--- src/cca_pkg.sv ---
// Shared types, codes and calendar helpers for the calendar clock with alarm.
package cca_pkg;

  // Operation codes carried in tuser
  localparam logic [1:0] OP_TICK  = 2'd0;
  localparam logic [1:0] OP_LOAD  = 2'd1;
  localparam logic [1:0] OP_EVENT = 2'd2;

  // Configuration register indexes
  localparam logic [2:0] REG_ALARM_MONTH   = 3'd0;
  localparam logic [2:0] REG_ALARM_DATE    = 3'd1;
  localparam logic [2:0] REG_ALARM_WEEKDAY = 3'd2;
  localparam logic [2:0] REG_ALARM_HOUR    = 3'd3;
  localparam logic [2:0] REG_ALARM_MINUTE  = 3'd4;
  localparam logic [2:0] REG_ALARM_SECOND  = 3'd5;
  localparam logic [2:0] REG_ALARM_ENABLE  = 3'd6;
  localparam logic [2:0] REG_SHAKE_SECONDS = 3'd7;

  localparam logic [5:0] LAST_SECOND  = 6'd59;
  localparam logic [5:0] LAST_MINUTE  = 6'd59;
  localparam logic [4:0] LAST_HOUR    = 5'd23;
  localparam logic [2:0] LAST_WEEKDAY = 3'd6;
  localparam logic [3:0] LAST_MONTH   = 4'd12;
  localparam logic [3:0] SHAKE_MAX    = 4'd15;

  localparam int IN_DATA_W  = 32;
  localparam int OUT_DATA_W = 40;

  typedef struct packed {
    logic [3:0] month;
    logic [4:0] date;
    logic [2:0] weekday;
    logic [4:0] hour;
    logic [5:0] minute;
    logic [5:0] second;
    logic       ringing;
    logic [3:0] shake_count;
  } clk_state_t;

  typedef struct packed {
    logic [3:0] month;
    logic [4:0] date;
    logic [2:0] weekday;
    logic [4:0] hour;
    logic [5:0] minute;
    logic [5:0] second;
    logic       enable;
    logic [3:0] shake_seconds;
  } alarm_cfg_t;

  typedef struct packed {
    logic [1:0] op;
    logic [3:0] month;
    logic [4:0] date;
    logic [2:0] weekday;
    logic [4:0] hour;
    logic [5:0] minute;
    logic [5:0] second;
    logic       inactive;
  } item_t;

  function automatic logic [4:0] month_len(input logic [3:0] m);
    logic [4:0] len;
    case (m)
      4'd2: len = 5'd28;
      4'd1, 4'd3, 4'd5, 4'd7, 4'd8, 4'd10, 4'd12: len = 5'd31;
      default: len = 5'd30;
    endcase
    return len;
  endfunction

endpackage

--- src/cca_step.sv ---
// Next-state logic of the calendar clock for one item: carries, loads, shake and alarm.
module cca_step
  import cca_pkg::*;
(
  input  clk_state_t cur,
  input  item_t      item,
  input  alarm_cfg_t cfg,
  output clk_state_t nxt
);

  logic       sec_wrap, min_wrap, hour_wrap, date_end;
  logic [3:0] ld_month;
  logic [4:0] ld_len;
  logic [3:0] evt_count;
  logic       match;
  clk_state_t upd;

  always_comb begin
    sec_wrap  = (cur.second == LAST_SECOND);
    min_wrap  = sec_wrap && (cur.minute == LAST_MINUTE);
    hour_wrap = min_wrap && (cur.hour == LAST_HOUR);
    date_end  = (cur.date >= month_len(cur.month));

    // clamp the loaded month first; the date clamps to its length
    if (item.month == 4'd0) begin
      ld_month = 4'd1;
    end else if (item.month > LAST_MONTH) begin
      ld_month = LAST_MONTH;
    end else begin
      ld_month = item.month;
    end
    ld_len = month_len(ld_month);

    evt_count = item.inactive ? 4'd0 : cur.shake_count;

    upd = cur;
    case (item.op)
      OP_TICK: begin
        upd.second = sec_wrap ? 6'd0 : cur.second + 6'd1;
        if (sec_wrap) begin
          upd.minute = min_wrap ? 6'd0 : cur.minute + 6'd1;
        end
        if (min_wrap) begin
          upd.hour = hour_wrap ? 5'd0 : cur.hour + 5'd1;
        end
        if (hour_wrap) begin
          upd.weekday = (cur.weekday >= LAST_WEEKDAY) ? 3'd0 : cur.weekday + 3'd1;
          if (date_end) begin
            upd.date  = 5'd1;
            upd.month = (cur.month >= LAST_MONTH) ? 4'd1 : cur.month + 4'd1;
          end else begin
            upd.date = cur.date + 5'd1;
          end
        end
        // only a tick that starts while ringing counts
        if (cur.ringing && cur.shake_count != SHAKE_MAX) begin
          upd.shake_count = cur.shake_count + 4'd1;
        end
      end
      OP_LOAD: begin
        upd.month = ld_month;
        if (item.date == 5'd0) begin
          upd.date = 5'd1;
        end else if (item.date > ld_len) begin
          upd.date = ld_len;
        end else begin
          upd.date = item.date;
        end
        upd.weekday = (item.weekday > LAST_WEEKDAY) ? LAST_WEEKDAY : item.weekday;
        upd.hour    = (item.hour > LAST_HOUR) ? LAST_HOUR : item.hour;
        upd.minute  = (item.minute > LAST_MINUTE) ? LAST_MINUTE : item.minute;
        upd.second  = (item.second > LAST_SECOND) ? LAST_SECOND : item.second;
      end
      OP_EVENT: begin
        upd.shake_count = evt_count;
        if (evt_count == cfg.shake_seconds) begin
          upd.shake_count = 4'd0;
          upd.ringing     = 1'b0;
        end
      end
      default: begin
        upd = cur;
      end
    endcase

    match = (cfg.month == upd.month) && (cfg.date == upd.date) &&
            (cfg.weekday == upd.weekday) && (cfg.hour == upd.hour) &&
            (cfg.minute == upd.minute) && (cfg.second == upd.second);

    nxt = upd;
    // compare only on items that began with the alarm silent
    if (!cur.ringing && cfg.enable && match) begin
      nxt.ringing = 1'b1;
    end
  end

endmodule

--- src/calendar_clock_with_alarm_unit.sv ---
// Top level of the calendar clock with alarm and shake-to-dismiss.
//
// Each accepted item (second tick, clock load or accelerometer event) gives one result
// with the clock, ringing flag and shake count after that item. The block takes one item
// per clock cycle unless the output side stalls: an item lands in an input register, and
// once the result register is free or being taken, the combinational carry, clamp and
// alarm-compare logic updates the clock state and fills the result register, which then
// offers the result. While a result waits on the output side the input register holds
// one more item, and then the input stalls until the result is taken.
// Alarm registers are written through the cfg port, one per handshake; the user must
// write them only while no item is in flight, which the block itself does not enforce.
module calendar_clock_with_alarm_unit
  import cca_pkg::*;
(
  input  logic                  clk,
  input  logic                  rst,
  input  logic                  s_axis_tvalid,
  output logic                  s_axis_tready,
  // load_month[3:0], load_date[8:4], load_weekday[11:9], load_hour[16:12],
  // load_minute[22:17], load_second[28:23], inactive[29], zero fill above
  input  logic [IN_DATA_W-1:0]  s_axis_tdata,
  // operation[1:0]
  input  logic [1:0]            s_axis_tuser,
  output logic                  m_axis_tvalid,
  input  logic                  m_axis_tready,
  // month[3:0], date[8:4], weekday[11:9], hour[16:12], minute[22:17],
  // second[28:23], ringing[29], shake_count[33:30], zero fill above
  output logic [OUT_DATA_W-1:0] m_axis_tdata,
  input  logic                  cfg_valid,
  output logic                  cfg_ready,
  input  logic [2:0]            cfg_index,
  input  logic [7:0]            cfg_data
);

  alarm_cfg_t cfg;
  clk_state_t st, st_next;
  item_t      item;
  logic       in_valid;
  logic       advance;
  logic       out_valid;
  logic [OUT_DATA_W-1:0] out_data;

  assign cfg_ready     = 1'b1;
  assign advance       = in_valid && (!out_valid || m_axis_tready);
  assign s_axis_tready = !in_valid || advance;
  assign m_axis_tvalid = out_valid;
  assign m_axis_tdata  = out_data;

  always_ff @(posedge clk) begin
    if (rst) begin
      cfg.month         <= 4'd1;
      cfg.date          <= 5'd1;
      cfg.weekday       <= 3'd0;
      cfg.hour          <= 5'd0;
      cfg.minute        <= 6'd0;
      cfg.second        <= 6'd0;
      cfg.enable        <= 1'b0;
      cfg.shake_seconds <= 4'd7;
    end else if (cfg_valid && cfg_ready) begin
      case (cfg_index)
        REG_ALARM_MONTH:   cfg.month         <= cfg_data[3:0];
        REG_ALARM_DATE:    cfg.date          <= cfg_data[4:0];
        REG_ALARM_WEEKDAY: cfg.weekday       <= cfg_data[2:0];
        REG_ALARM_HOUR:    cfg.hour          <= cfg_data[4:0];
        REG_ALARM_MINUTE:  cfg.minute        <= cfg_data[5:0];
        REG_ALARM_SECOND:  cfg.second        <= cfg_data[5:0];
        REG_ALARM_ENABLE:  cfg.enable        <= cfg_data[0];
        REG_SHAKE_SECONDS: cfg.shake_seconds <= cfg_data[3:0];
        default: ;
      endcase
    end
  end

  // input register
  always_ff @(posedge clk) begin
    if (rst) begin
      in_valid <= 1'b0;
    end else if (s_axis_tready) begin
      in_valid <= s_axis_tvalid;
    end
  end

  always_ff @(posedge clk) begin
    if (s_axis_tvalid && s_axis_tready) begin
      item.op       <= s_axis_tuser;
      item.month    <= s_axis_tdata[3:0];
      item.date     <= s_axis_tdata[8:4];
      item.weekday  <= s_axis_tdata[11:9];
      item.hour     <= s_axis_tdata[16:12];
      item.minute   <= s_axis_tdata[22:17];
      item.second   <= s_axis_tdata[28:23];
      item.inactive <= s_axis_tdata[29];
    end
  end

  cca_step u_step (
    .cur  (st),
    .item (item),
    .cfg  (cfg),
    .nxt  (st_next)
  );

  always_ff @(posedge clk) begin
    if (rst) begin
      st.month       <= 4'd1;
      st.date        <= 5'd1;
      st.weekday     <= 3'd0;
      st.hour        <= 5'd0;
      st.minute      <= 6'd0;
      st.second      <= 6'd0;
      st.ringing     <= 1'b0;
      st.shake_count <= 4'd0;
    end else if (advance) begin
      st <= st_next;
    end
  end

  // result register
  always_ff @(posedge clk) begin
    if (rst) begin
      out_valid <= 1'b0;
    end else if (advance) begin
      out_valid <= 1'b1;
    end else if (m_axis_tready) begin
      out_valid <= 1'b0;
    end
  end

  always_ff @(posedge clk) begin
    if (advance) begin
      out_data <= {6'd0, st_next.shake_count, st_next.ringing, st_next.second,
                   st_next.minute, st_next.hour, st_next.weekday, st_next.date,
                   st_next.month};
    end
  end

`ifndef SYNTHESIS
  a_time_range: assert property (@(posedge clk) disable iff (rst)
    st.second <= LAST_SECOND && st.minute <= LAST_MINUTE && st.hour <= LAST_HOUR &&
    st.weekday <= LAST_WEEKDAY)
    else $error("clock field out of range");

  a_date_range: assert property (@(posedge clk) disable iff (rst)
    st.month >= 4'd1 && st.month <= LAST_MONTH && st.date >= 5'd1 &&
    st.date <= month_len(st.month))
    else $error("date outside its month");

  a_ring_on_item: assert property (@(posedge clk) disable iff (rst)
    $rose(st.ringing) |-> $past(advance))
    else $error("ringing started without an item");

  a_item_held: assert property (@(posedge clk) disable iff (rst)
    in_valid && !advance |=> in_valid && $stable(item))
    else $error("pending item lost");
`endif

endmodule

--- config.mk ---
export PLATFORM = sky130hd
export DESIGN_NAME = calendar_clock_with_alarm_unit
export DESIGN_NICKNAME = d
export VERILOG_FILES = /design/src/cca_pkg.sv /design/src/cca_step.sv /design/src/calendar_clock_with_alarm_unit.sv
export SDC_FILE = /design/constraint.sdc
export NUM_CORES = 1
export LEC_CHECK = 0
export BUFFER_PORTS_ARGS = -buffer_cell sky130_fd_sc_hd__buf_2
export CORE_AREA = 2 2 131 146
export CTS_CLUSTER_DIAMETER = 100
export DETAILED_ROUTE_END_ITERATION = 10
export DIE_AREA = 0 0 133 148
export GPL_ROUTABILITY_DRIVEN = 0
export SYNTH_ARGS = -nofsm -noshare
export SYNTH_HDL_FRONTEND = slang
export SYNTH_HIERARCHICAL = 1
export SYNTH_SLANG_ARGS = --single-unit
--- constraint.sdc ---
create_clock -name clk -period 4.09 [get_ports clk]
set_input_delay 0.818 -clock clk [delete_from_list [all_inputs] [get_ports clk]]
set_output_delay 0.818 -clock clk [all_outputs]
set_load 0.005 [all_outputs]
Word-level counts from Yosys, hierarchy flattened
Memory sizes are Yosys's and may differ from the RTL's. A register that Yosys moved wholly into a read port is not among the register bits.
Index checks and enable logic that the tools add are counted.
{"block": "word_totals", "register_bits": 136, "romBits": 64, "inputBits": 50, "wordCells": 124, "memories": 2}
{"memory": "(name not given)", "words": 16, "word_bits": 2, "rd": 1, "rd_ports_with_merged_regs": 1, "wr": 0, "line_no": "cca_pkg.sv:64", "text": "case (m)"}
{"memory": "(name not given)", "words": 16, "word_bits": 2, "rd": 1, "rd_ports_with_merged_regs": 0, "wr": 0, "line_no": "cca_pkg.sv:64"}
{"block": "op_classes", "add_sub_neg": 7, "n_lt_le_gt_ge": 9, "n_eq_ne": 20, "mux": 29, "n_reduce_logical": 30}
{"cell": "29-bit one-hot mux with 2 select lines", "n": 1}
{"cell": "5-bit two-way mux", "n": 7}
{"cell": "4-bit two-way mux", "n": 8}
{"cell": "6-bit two-way mux", "n": 5}
{"cell": "2-bit AND reduction", "n": 8}
{"cell": "6-bit by 1-bit adder with 6-bit output, second input constant", "n": 2}
{"cell": "3-bit == test, second input constant", "n": 4}
{"cell": "6-bit == test", "n": 2}
{"cell": "6-bit == test, second input constant", "n": 2}
{"cell": "6-bit greater-than comparator, second input constant", "n": 2}
{"cell": "1-bit logical AND", "n": 12}
{"cell": "12-bit two-way mux", "n": 1}
{"cell": "5-bit by 1-bit adder with 5-bit output, second input constant", "n": 2}
{"cell": "5-bit == test", "n": 2}
{"cell": "4-bit by 1-bit adder with 4-bit output, second input constant", "n": 2}
{"cell": "4-bit == test", "n": 2}
{"cell": "4-bit one-hot mux with 2 select lines", "n": 1}
{"cell": "3-bit by 2-bit == test with 1-bit output, second input constant", "n": 2}
{"cell": "3-bit two-way mux", "n": 2}
{"cell": "5-bit == test, second input constant", "n": 1}
{"cell": "5-bit >= comparator", "n": 1}
{"cell": "5-bit greater-than comparator", "n": 1}
{"cell": "5-bit greater-than comparator, second input constant", "n": 1}
{"cell": "5-bit logical NOT", "n": 1}
{"cell": "other kinds (17)", "n": 23}

Logic depth before layout (Yosys ltp)
Gate-level depths: netlist of run 1.
An unclocked memory read counts as a cell.
{"block": "logic_depth", "ltp_word": 16, "ltp_mapped": 15, "depth_no_buf": 15}

Modules after synthesis
Netlist of run 1, hierarchy kept.
{"mod": "calendar_clock_with_alarm_unit", "n_inst": 1, "cells_per_inst": 357, "area_each_um2": 4931.0, "seq_area_each_um2": 3383.2}
{"mod": "cca_step", "n_inst": 1, "cells_per_inst": 438, "area_each_um2": 2967.8, "seq_area_each_um2": 0.0}

Worst setup path before layout of run 1
OpenSTA, ideal clock, no wires.
{"block": "synth_path", "kind": "reg-to-reg", "from": "register st[30] (netlist bit)", "to": "register st[4] (netlist bit)", "setup_ns": 0.072, "arrival_ns": 3.086, "required_time_ns": 4.018, "setup_slack_ns": 0.932, "stages_incl_launch_ff": 16, "path_buffers": 0, "synth_period_minus_slack_ns": 3.158, "cell_sequence": "dfxtp_1 > inv_1 > ha_1 > a21oi_1 > a21oi_1 > ha_1 > nand2b_1 > a21oi_1 > o31ai_2 > o221ai_1 > a2111oi_4 > nand4_1 > or4_1 > o31ai_2 > nand2b_1 > mux2i_1"}
{"item": "start: declaration", "line_no": "calendar_clock_with_alarm_unit.sv:36", "text": "clk_state_t st, st_next;"}
{"item": "start signal: assignment", "line_no": "calendar_clock_with_alarm_unit.sv:114", "text": "st <= st_next;"}

==> results of run 1 <==
per-stage QoR:
| step | hold WS (ns) | area (um2) |
|---|---|---|
| after floorplan | 0.445 | 7920 |
| after global placement | 0.494 | 8460 |
| after detailed placement | 0.501 | 8460 |
| after CTS | 0.519 | 9070 |
| after global routing | 0.543 | 9080 |
| final | 0.510 | 9080 |
synth_stat cells (all sizes together), types with 17 or more instances:
library cell / number / area [um2]
nor3: 20 / 100
mux2i: 71 / 711
edfxtp: 66 / 1980
nand3: 22 / 123
nor2: 78 / 293
nand2: 32 / 120
xnor2: 18 / 158
a21oi: 33 / 165
dfxtp: 70 / 1400
clkbuf: 23 / 87.6
inv: 20 / 75.1
nand2b: 75 / 477
o21ai: 17 / 85.1
buf: 38 / 278
power by group through the flow:
| stage | sequential (uW) | combinational [uW] | clock [uW] |
|---|---|---|---|
| floorplan | 1550 | 242 | 0 |
| global placement | 1570 | 344 | 0 |
| detailed placement | 1570 | 347 | 0 |
| CTS | 1540 | 348 | 1620 |
| global route | 1550 | 379 | 1690 |
| finish | 1540 | 349 | 1590 |
logic make-up (layout without fill, tap and decap cells):
kind of cell | after synthesis | count (layout) | share of synthesized area [%]
AO/OA/AOI/OAI | 145 | 145 | 13.2
XOR/XNOR | 26 | 26 | 2.88
adder cells (fa/ha/maj) | 14 | 14 | 2.22
buffers and inverters | 82 | 158 | 5.62
flip-flops | 136 | 136 | 42.8
multiplexers | 74 | 74 | 9.42
other | 2 | 7 | 0.0951
AND/OR/NAND/NOR | 316 | 316 | 23.7
worst max-delay path by stage:
stage	from	endpoint	cells after the start
after CTS	st[6]	st[4]	10
after detailed placement	st[6]	st[4]	10
after global placement	st[6]	st[4]	10
after global routing	item[29]	st[4]	12
final	item[29]	st[4]	12
after floorplan	st[30]	st[4]	15
sequential cells by signal, summed over array words and instances, names as in the netlist:
| signal | cells |
|---|---|
| cfg | 34 |
| in_valid | 1 |
| item | 32 |
| m_axis_tdata | 34 |
| m_axis_tvalid | 1 |
| st | 34 |
critical path, delay by kind of cell, from the launching register on:
family                     cells  cell delay [ns]
AOI/OAI and AO/OA              3             0.91
DFF                            1             0.47
adders and majority gates      1             0.32
and+or+nand+nor                5             1.24
xor gates and xnor gates       1             0.21
muxes                          2             0.49
per-layer routing:
metal / share of wire, % / routed length, um / track usage [%] / vias up
met5: 0 / 0 / 0 / -
met4: 1.8 / 380 / 7.63 / 0
met3: 5.3 / 1100 / 3.91 / 25
met2: 49 / 10100 / 36.3 / 232
met1: 44 / 9150 / 27.8 / 2947
li1: - / - / - / 3065
layout make-up:
| cell class | count | area [um2] |
|---|---|---|
| fillers | 1691 | 9080 |
| inverters | 21 | 78.8 |
| multi-input cells | 582 | 4110 |
| clock inverters | 12 | 176 |
| well taps | 243 | 304 |
| repair buffers | 105 | 586 |
| clock buffers | 20 | 437 |
| flip-flops and latches | 136 | 3380 |
==> impl_metrics.yaml, run 1 <==
floorplan:
  io_pins: 93
  core_region_area_um2: 18200
  die-area_um2: 19700
  die_h_um: 148
  die_w_um: 133
  row_count: 52
  start_util_pct: 43.5
finish:
  final_common_cell: "buf_2"
  nets: 927
  layout_common_cells: "81 x buf_2, 78 x nor2_1, 74 x nand2b_1"
  syn_to_final_growth_pct: 14.9
  drive_gt1_share_pct: 18.3
  instances_no_fill: 1119
  finish.utilization_pct: 50.0
  num_antenna_cells: 0
pwr:
  power_uw: 3480
  vdd_drop_max_mv: 0.272
  power.internal_uw: 2650
  power.leakage_uw: 0.00350
  clkPwrFrac_pct: 45.7
  seqPwrFrac_pct: 44.3
  p_per_area_nw_per_um2: 383
  net-switching-power_uw: 825
  p_comb_share_pct: 10.0
  p_sw_share_pct: 23.7
setup_path:
  worstSetupPathType: "reg -> reg"
  cp_data_arrival_time_ns: 4.08
  r2r-start: "item[29]"
  required_ns: 4.44
  cp_max_fo: 6
  r2r_setup_slack_ns: 0.36
  critPathSlowestCell: "edfxtp_1"
  slowest_delay_ns: 0.47
  cp_cell_sequence: "nor4b_1 -> ha_1 -> nor2b_1 -> o211ai_1 -> mux2_2 -> o221ai_1 -> xnor2_1 -> nand4_1 -> or4_1 -> o31ai_2 -> nand2b_1 -> mux2i_1"
  worstReg2RegEnd: "st[4]"
  cp-end-kind: "flop"
  start_kind: "flop"
  reg2reg_depth: 12
sta:
  slew_headroom_pct: 22.4
  fin_crit_ns: 3.73
  fin_ws_ns: 0.365
  hold_viol_final: 0
  tightest_slew_ns: 1.16
  setup_viol: 0
  fin_tns_setup_ns: 0
  max_freq_ghz: 0.268
  rsz0062_at_grt: "false"
  clock_skew_ns: 0.0110
  report.final.slew_viol_count: 0
  fin_crit_sh_pct: 91.1
clock_tree:
  cts_resized: 0
  cts_root_buffer: "clkbuf_16"
  clock_path_buffers: 2
  cts_tree: "done"
  htreeDepth: 4
  insertion_delay_ns: 0.43
  cts.sinks: 136
  numCtsBuffers: 17
  cts_setup_buffers: 0
  ctsHoldBuffers: 0
  clkTransAtPathRegs_ns: 0.06
grt:
  grt_pass1_wl_um: 32600
  overflow: 0
  first_global_vias: 5749
  antenna_found_initial: 0
  grt_usage_pct: 21.5
  grt_max_degree: 109
detailed_routing:
  wl_per_cell_um: 18.5
  vias: 6269
  drtIter0Drc: 516
  routed_via_density: 5.60
  drc_errors: 0
  routed_wl_um: 20700
  ant_nets: 0
  firstDrtPassIters: 4
placed_design:
  dp_hpwl_um: 14600
  place_worst_setup_slack_ns: 0.311
  port_buffers: 81
  place_inst: 1087
outcome:
  status: "finished clean"
synth:
  synth_ff_type: "dfxtp_1"
  synth_edf_count: 66
  synth_area_per_cell_um2: 9.94
  synth-seq-cells: 136
  syn_area_um2: 7900
  synth.distinct_cells: 85
  syn_inst: 795
  synth-seq-area-share_pct: 42.8
  synth_warnings: 6
  async_flop_share_pct: 0
min_path:
  hold_path.class: "reg -> reg"
  worstHoldStart: "cfg[4]"
  min_path_cells: 2
  hold_path_end: "cfg[4]"
run:
  drv_cap: 0
No activity file was read; power rests on OpenSTA's default activity.
==> run 2, diff against run 1 <==
--- a/config.mk
+++ b/config.mk
@@ -11,6 +11,7 @@
 export DETAILED_ROUTE_END_ITERATION = 10
 export DIE_AREA = 0 0 133 148
 export GPL_ROUTABILITY_DRIVEN = 0
+export MAX_ROUTING_LAYER = met4
 export SYNTH_ARGS = -nofsm -noshare
 export SYNTH_HDL_FRONTEND = slang
 export SYNTH_HIERARCHICAL = 1
==> impl_metrics.yaml, run 2 (synthesized netlist as in run 1, its figures left out) <==
detailed_routing:
  routed_via_density: 5.59
  vias: 6259
  wl_per_cell_um: 18.5
  drc_errors: 0
  firstDrtPassIters: 5
  ant_nets: 0
  drtIter0Drc: 559
  routed_wl_um: 20800
clock_tree:
  numCtsBuffers: 17
  clock_path_buffers: 2
  htreeDepth: 4
  cts.sinks: 136
  insertion_delay_ns: 0.43
  clkTransAtPathRegs_ns: 0.06
  cts_tree: "done"
  cts_root_buffer: "clkbuf_16"
  ctsHoldBuffers: 0
sta:
  hold_viol_final: 0
  fin_ws_ns: 0.355
  max_freq_ghz: 0.268
  fin_crit_ns: 3.73
  slew_headroom_pct: 22.4
  rsz0062_at_grt: "false"
  tightest_slew_ns: 1.16
  final.hold.worst_slack_ns: 0.510
  setup_viol: 0
  fin_crit_sh_pct: 91.3
  fin_tns_setup_ns: 0
  report.final.slew_viol_count: 0
  clock_skew_ns: 0.00981
setup_path:
  critPathSlowestCell: "edfxtp_1"
  worstSetupPathType: "reg -> reg"
  required_ns: 4.44
  cp_cell_sequence: "nor4b_1 -> ha_1 -> nor2b_1 -> o211ai_1 -> mux2_2 -> o221ai_1 -> xnor2_1 -> nand4_1 -> or4_1 -> o31ai_2 -> nand2b_1 -> mux2i_1"
  cp_data_arrival_time_ns: 4.09
  cp-end-kind: "flop"
  critical_path.top_delay_family: "simple AND/OR/NAND/NOR gates"
  cp_max_fo: 6
  path_buf_inv: 0
  start_kind: "flop"
  slowest_delay_ns: 0.47
floorplan:
  die-area_um2: 19700
  core_region_area_um2: 18200
  io_pins: 93
  row_count: 52
  start_util_pct: 43.5
  die_w_um: 133
  die_h_um: 148
finish:
  final_common_cell: "buf_2"
  nFillCells: 1691
  syn_to_final_growth_pct: 14.9
  layout_common_cells: "81 x buf_2, 78 x nor2_1, 74 x nand2b_1"
  drive_gt1_share_pct: 18.3
  num_antenna_cells: 0
  nets: 927
  instances_no_fill: 1119
grt:
  first_global_vias: 5757
  overflow: 0
  grt_pass1_wl_um: 32600
  antenna_found_initial: 0
  grt_usage_pct: 22.2
  grt_max_degree: 109
run:
  drv_cap: 0
pwr:
  vdd_drop_max_mv: 0.275
  power_uw: 3480
  p_per_area_nw_per_um2: 383
  power.leakage_uw: 0.00350
outcome:
  status: "finished clean"
placed_design:
  place_inst: 1087
  place_worst_setup_slack_ns: 0.311
  port_buffers: 81
  dp_hpwl_um: 14600
min_path:
  hold_path.class: "reg -> reg"
## run 2: area by class of cell
cell class	instances	area, um2	area share [%]
tap	243	304	3.35
timing repair buffer	105	586	6.45
inverter	21	78.8	0.868
clock inverter	12	176	1.94
multi-input combinational	582	4110	45.3
clock buffer	20	437	4.81
sequential	136	3380	37.3
## run 2: worst paths after layout
| kind | from | end | slack, ns | depth (start not counted) |
|---|---|---|---|---|
| setup reg to reg | item[29] | st[4] | 0.36 | 12 |
| hold / removal | cfg[4] | cfg[4] | 0.51 | 2 |
| setup / recovery | item[29] | st[4] | 0.36 | 12 |
| hold reg to reg | cfg[4] | cfg[4] | 0.51 | 2 |
## run 2: stage by stage
step | cell area [um2] | util, %
6_report | 9080 | 50.0
5_1_grt | 9080 | 50.0
4_1_cts | 9070 | 50.0
3_5_place_dp | 8460 | 46.6
3_3_place_gp | 8460 | 46.6
2_1_floorplan | 7920 | -
## run 2: power by group
part	switching (uW)	total [uW]	internal [uW]
registers	51.2	1540	1490
clock network	573	1590	1020
logic	202	349	147
total	827	3480	2650
## run 2: repair_timing
| item | in CTS | in global routing |
|---|---|---|
| resized for setup | 0 | 1 |
| setup endpoints to repair | 0 | 1 |
| buffers inserted | 0 | 0 |
## run 2: worst register-to-register path, cell delays in order, from the launching register on
cell and delay (ns):
edfxtp_1 0.47, nor4b_1 0.45, ha_1 0.32, nor2b_1 0.13
o211ai_1 0.25, mux2_2 0.37, o221ai_1 0.46, xnor2_1 0.21
nand4_1 0.10, or4_1 0.47, o31ai_2 0.23, nand2b_1 0.08
mux2i_1 0.12
## run 2: layer usage
metal / up-vias / global-route usage [%] / part of all wire (%)
li1: 3060 / - / -
met1: 2979 / 27.6 / 44
met2: 197 / 36.6 / 49
met3: 23 / 3.91 / 5.1
met4: 0 / 7.37 / 1.7
met5: - / - / 0
